`config.mk`:
```
export PLATFORM = sky130hd
export DESIGN_NAME = pcc_eval
export DESIGN_NICKNAME = d
export VERILOG_FILES = /design/src/design/pcc_pkg.sv /design/src/design/pcc_eval.sv
export SDC_FILE = /design/constraint.sdc
export NUM_CORES = 1
export LEC_CHECK = 0
export BUFFER_PORTS_ARGS = -buffer_cell sky130_fd_sc_hd__buf_2
export CAP_MARGIN = 10
export CORE_UTILIZATION = 60
export DETAILED_ROUTE_END_ITERATION = 8
export HOLD_SLACK_MARGIN = 0.08
export PLACE_DENSITY = 0.91
export SLEW_MARGIN = 20
export SYNTH_ARGS = -nofsm -noshare
export SYNTH_HDL_FRONTEND = slang
export SYNTH_SLANG_ARGS = --single-unit
```
`constraint.sdc`:
```
create_clock -name i_clk -period 8.2 [get_ports i_clk]
set_input_delay 0.82 -clock i_clk [delete_from_list [all_inputs] [get_ports i_clk]]
set_output_delay 0.82 -clock i_clk [all_outputs]
set_load 0.005 [all_outputs]
```
`src/design/pcc_pkg.sv`:
```
package pcc_pkg;

    // operation codes of an input item
    localparam logic [1:0] OP_START = 2'd0;
    localparam logic [1:0] OP_BASE  = 2'd1;
    localparam logic [1:0] OP_DEL   = 2'd2;
    localparam logic [1:0] OP_CALL  = 2'd3;

    // counter slots within one position
    localparam int         NUM_SLOTS  = 6;
    localparam logic [2:0] SLOT_N     = 3'd4;
    localparam logic [2:0] SLOT_DEL   = 3'd5;

    // configuration register indexes
    localparam logic REG_AF_THRESHOLD = 1'b0;
    localparam logic REG_MIN_DEPTH    = 1'b1;

    localparam int CFG_WIDTH = 16;
    localparam int AF_WIDTH  = 9;

    localparam logic [AF_WIDTH-1:0]  AF_THRESHOLD_RST = 9'd205;
    localparam logic [CFG_WIDTH-1:0] MIN_DEPTH_RST    = 16'd10;

    typedef struct packed {
        logic [1:0]  operation;
        logic [13:0] position;
        logic [2:0]  base_code;
    } t_in_item;

    typedef struct packed {
        logic [1:0]  called_base;
        logic [15:0] top_count;
        logic        af_filtered;
        logic        depth_filtered;
        logic        called;
        logic        range_error;
    } t_out_item;

endpackage

```
`src/design/pcc_eval.sv`:
```
module pcc_eval #(
    parameter int CW = 16
) (
    input  logic                              i_clk,
    input  logic                              i_load,
    input  logic [pcc_pkg::NUM_SLOTS*CW-1:0]  i_row,
    input  logic [pcc_pkg::AF_WIDTH-1:0]      i_af_threshold,
    input  logic [pcc_pkg::CFG_WIDTH-1:0]     i_min_depth,
    output pcc_pkg::t_out_item                o_result
);

    localparam int SW = CW + 3;
    localparam int PW = SW + pcc_pkg::AF_WIDTH;

    logic [1:0]    n_best;
    logic [CW-1:0] n_top;
    logic [SW-1:0] n_sum;
    logic [1:0]    r_best;
    logic [CW-1:0] r_top;
    logic [SW-1:0] r_sum;
    logic [PW-1:0] prod;
    logic [PW-1:0] top_scaled;
    logic          aff;
    logic          dpf;

    // first stage: first maximum among the four bases and the total depth
    always_comb begin
        n_best = 2'd0;
        n_top  = i_row[CW-1:0];
        n_sum  = '0;
        for (int i = 1; i < 4; i++) begin
            if (i_row[i*CW +: CW] > n_top) begin
                n_best = 2'(i);
                n_top  = i_row[i*CW +: CW];
            end
        end
        for (int i = 0; i < pcc_pkg::NUM_SLOTS; i++) begin
            n_sum = n_sum + SW'(i_row[i*CW +: CW]);
        end
    end

    always_ff @(posedge i_clk) begin
        if (i_load) begin
            r_best <= n_best;
            r_top  <= n_top;
            r_sum  <= n_sum;
        end
    end

    // second stage: fraction and depth filters
    always_comb begin
        prod       = PW'(r_sum) * PW'(i_af_threshold);
        top_scaled = PW'(r_top) << 8;
        aff        = top_scaled < prod;
        dpf        = 32'(r_top) < 32'(i_min_depth);
        o_result.called_base    = r_best;
        o_result.top_count      = 16'(r_top);
        o_result.af_filtered    = aff;
        o_result.depth_filtered = dpf;
        o_result.called         = !(aff || dpf);
        o_result.range_error    = 1'b0;
    end

endmodule

```
==> flow_summary.json <==
{
  "tightest_slew_ns": 0.760,
  "nets": 1816,
  "drt_pass1_iterations": 5,
  "core_area_sq_um": 18300,
  "vias_per_cell": 5.68,
  "max_stage_delay_ns": 0.56,
  "numCtsBuffers": 5,
  "grt_pass1_vias": 9587,
  "post_cts_buffers": 0,
  "syn_area_sq_um": 11300,
  "ctsHtreeMaxLevel": 2,
  "clk_pin_slew_ns": 0.05,
  "worstHoldPathType": "primary input to flip-flop",
  "syn_nets": 1699,
  "grt_max_degree": 38,
  "hp-start": "i_row[55]",
  "required_ns": 7.38,
  "holdPathEnd": "r_top[7]",
  "timing.final.ws_setup_ns": 0.550,
  "ios": 145,
  "wl_mm": 27.0,
  "layout_common_cells": "269 x inv_1, 184 x fa_1, 143 x buf_2",
  "root_buffer": "clkbuf_16",
  "grt_first_pass_wirelength_mm": 45.5,
  "cts_sinks": 37,
  "netlist_instances": 1250,
  "crit_fanout": 19,
  "worstPathArrival_ns": 6.83,
  "wl_per_cell_um": 16.9,
  "die_x_um": 139,
  "design.die.area_sq_um": 19500,
  "drc_errors": 0,
  "cts_tree": "yes",
  "cp_top_family": "adder cells",
  "holdBufCountCts": 0,
  "antenna_left": 0,
  "die_h_um": 139,
  "critPathKind": "primary input to output port",
  "post_cts_resized": 0,
  "drtIter0Drc": 716,
  "seq_area_frac_synth_pct": 9.80,
  "drive_gt1_share_pct": 14.3,
  "synth_edf_count": 37,
  "antenna_found_initial": 0,
  "status": "complete, no violations",
  "synthToLayoutAreaGrowth_pct": 8.70,
  "fin_crit_ns": 7.65,
  "vias": 9069,
  "yosys_warnings": 0,
  "setup_viol": 0,
  "final_common_cell": "inv_1",
  "fill_cells": 1373,
  "synth_top_flop_cell": "edfxtp_1",
  "initial_core_util_pct": 62.1,
  "drv_cap": 0,
  "globalplace.congestion": 0.909,
  "whs_path_depth": 3,
  "synthArstFlopShare_pct": 0,
  "dp_slack_ns": 0.657,
  "place.detailed.hpwl_mm": 23.5,
  "clockBufferDepth": 2,
  "overflow": 0,
  "path_buf_inv": 6,
  "startpoint_type": "primary input",
  "fin_crit_sh_pct": 93.3,
  "max_clock_freq_ghz": 0.131,
  "hold_violations": 0,
  "relSlewSlack_pct": 49.2,
  "core.rowCount": 49,
  "grtUsageTotal_pct": 29.3,
  "io_buffers": 143,
  "finalMaxSlewViolations": 0,
  "end_kind": "output port",
  "num_antenna_cells": 0,
  "synth.avg_cell_area_sq_um": 9.07,
  "yosysUniqueCellTypes": 72,
  "ys_ff_latch": 37,
  "setup_tns_ns": 0,
  "rsz0062_at_grt": "false",
  "cp_slowest_cell": "fa_1"
}
-- area by class of cell --
cell class	count	area [sq um]	share of cell area [%]
Clock buffer	6	129	1.05
Clock inverter	2	10.0	0.0812
Inverter	269	1010	8.19
Multi-Input combinational cell	909	9050	73.4
Sequential cell	37	1110	9.01
Tap cell	229	287	2.32
Timing Repair Buffer	145	731	5.93
-- per-layer routing --
| metal | global-route usage, % | vias to the layer above | share of wire (%) |
|---|---|---|---|
| met5 | 0 | - | 0 |
| met4 | 9.59 | 0 | 2.9 |
| met3 | 2.79 | 58 | 6.5 |
| met2 | 51.1 | 381 | 49 |
| met1 | 38.3 | 4377 | 42 |
| li1 | - | 4253 | - |
-- kinds of logic (layout without fill, tap and decap cells) --
| group | after synthesis | in the layout | synth area share, % |
|---|---|---|---|
| xor+xnor | 31 | 31 | 2.39 |
| mux | 19 | 19 | 1.88 |
| other cells | 1 | 1 | 0.0331 |
| simple gates | 338 | 338 | 15.8 |
| buf+inv | 304 | 422 | 10.4 |
| flops | 37 | 37 | 9.80 |
| fa+ha+maj | 326 | 326 | 48.1 |
| compound gates | 194 | 194 | 11.6 |
-- registers in the layout (all words and copies together), names as in the netlist --
signal,flops
r_best,2
r_sum,19
r_top,16
-- stage by stage --
step	utilization (%)	instance area (sq um)	hold slack [ns]	std cells
3_3_place_gp	66.7	12200	1.17	1589
5_1_grt	67.5	12300	0.918	1597
4_1_cts	67.5	12300	0.904	1597
3_5_place_dp	66.7	12200	1.19	1589
2_1_floorplan	-	11300	0.932	1250
6_report	67.5	12300	0.914	1597
-- worst max-delay path by stage --
stage                                  from          end  slack (ns)  cells after the start
after floorplan           i_af_threshold[2]  o_result[3]        0.94                     28
after global placement    i_af_threshold[8]  o_result[1]        0.75                     27
after detailed placement  i_af_threshold[4]  o_result[1]        0.66                     27
after CTS                 i_af_threshold[8]  o_result[1]        0.63                     28
after global routing      i_af_threshold[8]  o_result[1]        0.21                     28
final                     i_af_threshold[2]  o_result[1]        0.55                     27
-- Yosys cell counts, types with 11 or more instances --
library cell | n | area share (%)
o21a_1 | 13 | 0.86
nor2b_1 | 11 | 0.61
edfxtp_1 | 37 | 9.8
ha_1 | 142 | 16
nor3_1 | 15 | 0.66
nor2_1 | 32 | 1.1
nand4_1 | 11 | 0.61
xnor2_1 | 16 | 1.2
o31ai_1 | 15 | 0.99
fa_1 | 184 | 32
clkbuf_1 | 24 | 0.79
o21ai_0 | 34 | 1.5
a21o_1 | 24 | 1.6
nand2_1 | 125 | 4.1
xor2_1 | 15 | 1.2
a21oi_1 | 50 | 2.2
inv_1 | 269 | 8.9
and2_1 | 82 | 4.5
mux2_2 | 14 | 1.4
-- worst min-delay path, delay by kind of cell --
| kind | cells | cell delay [ns] |
|---|---|---|
| buffers and inverters | 1 | 0.14 |
| and+or+nand+nor | 1 | 0.07 |
| AOI/OAI and AO/OA | 1 | 0.06 |
Power is left out: the tool's default activity adds up to more than one toggle a clock period on the data nets, which glitch-free logic cannot reach.
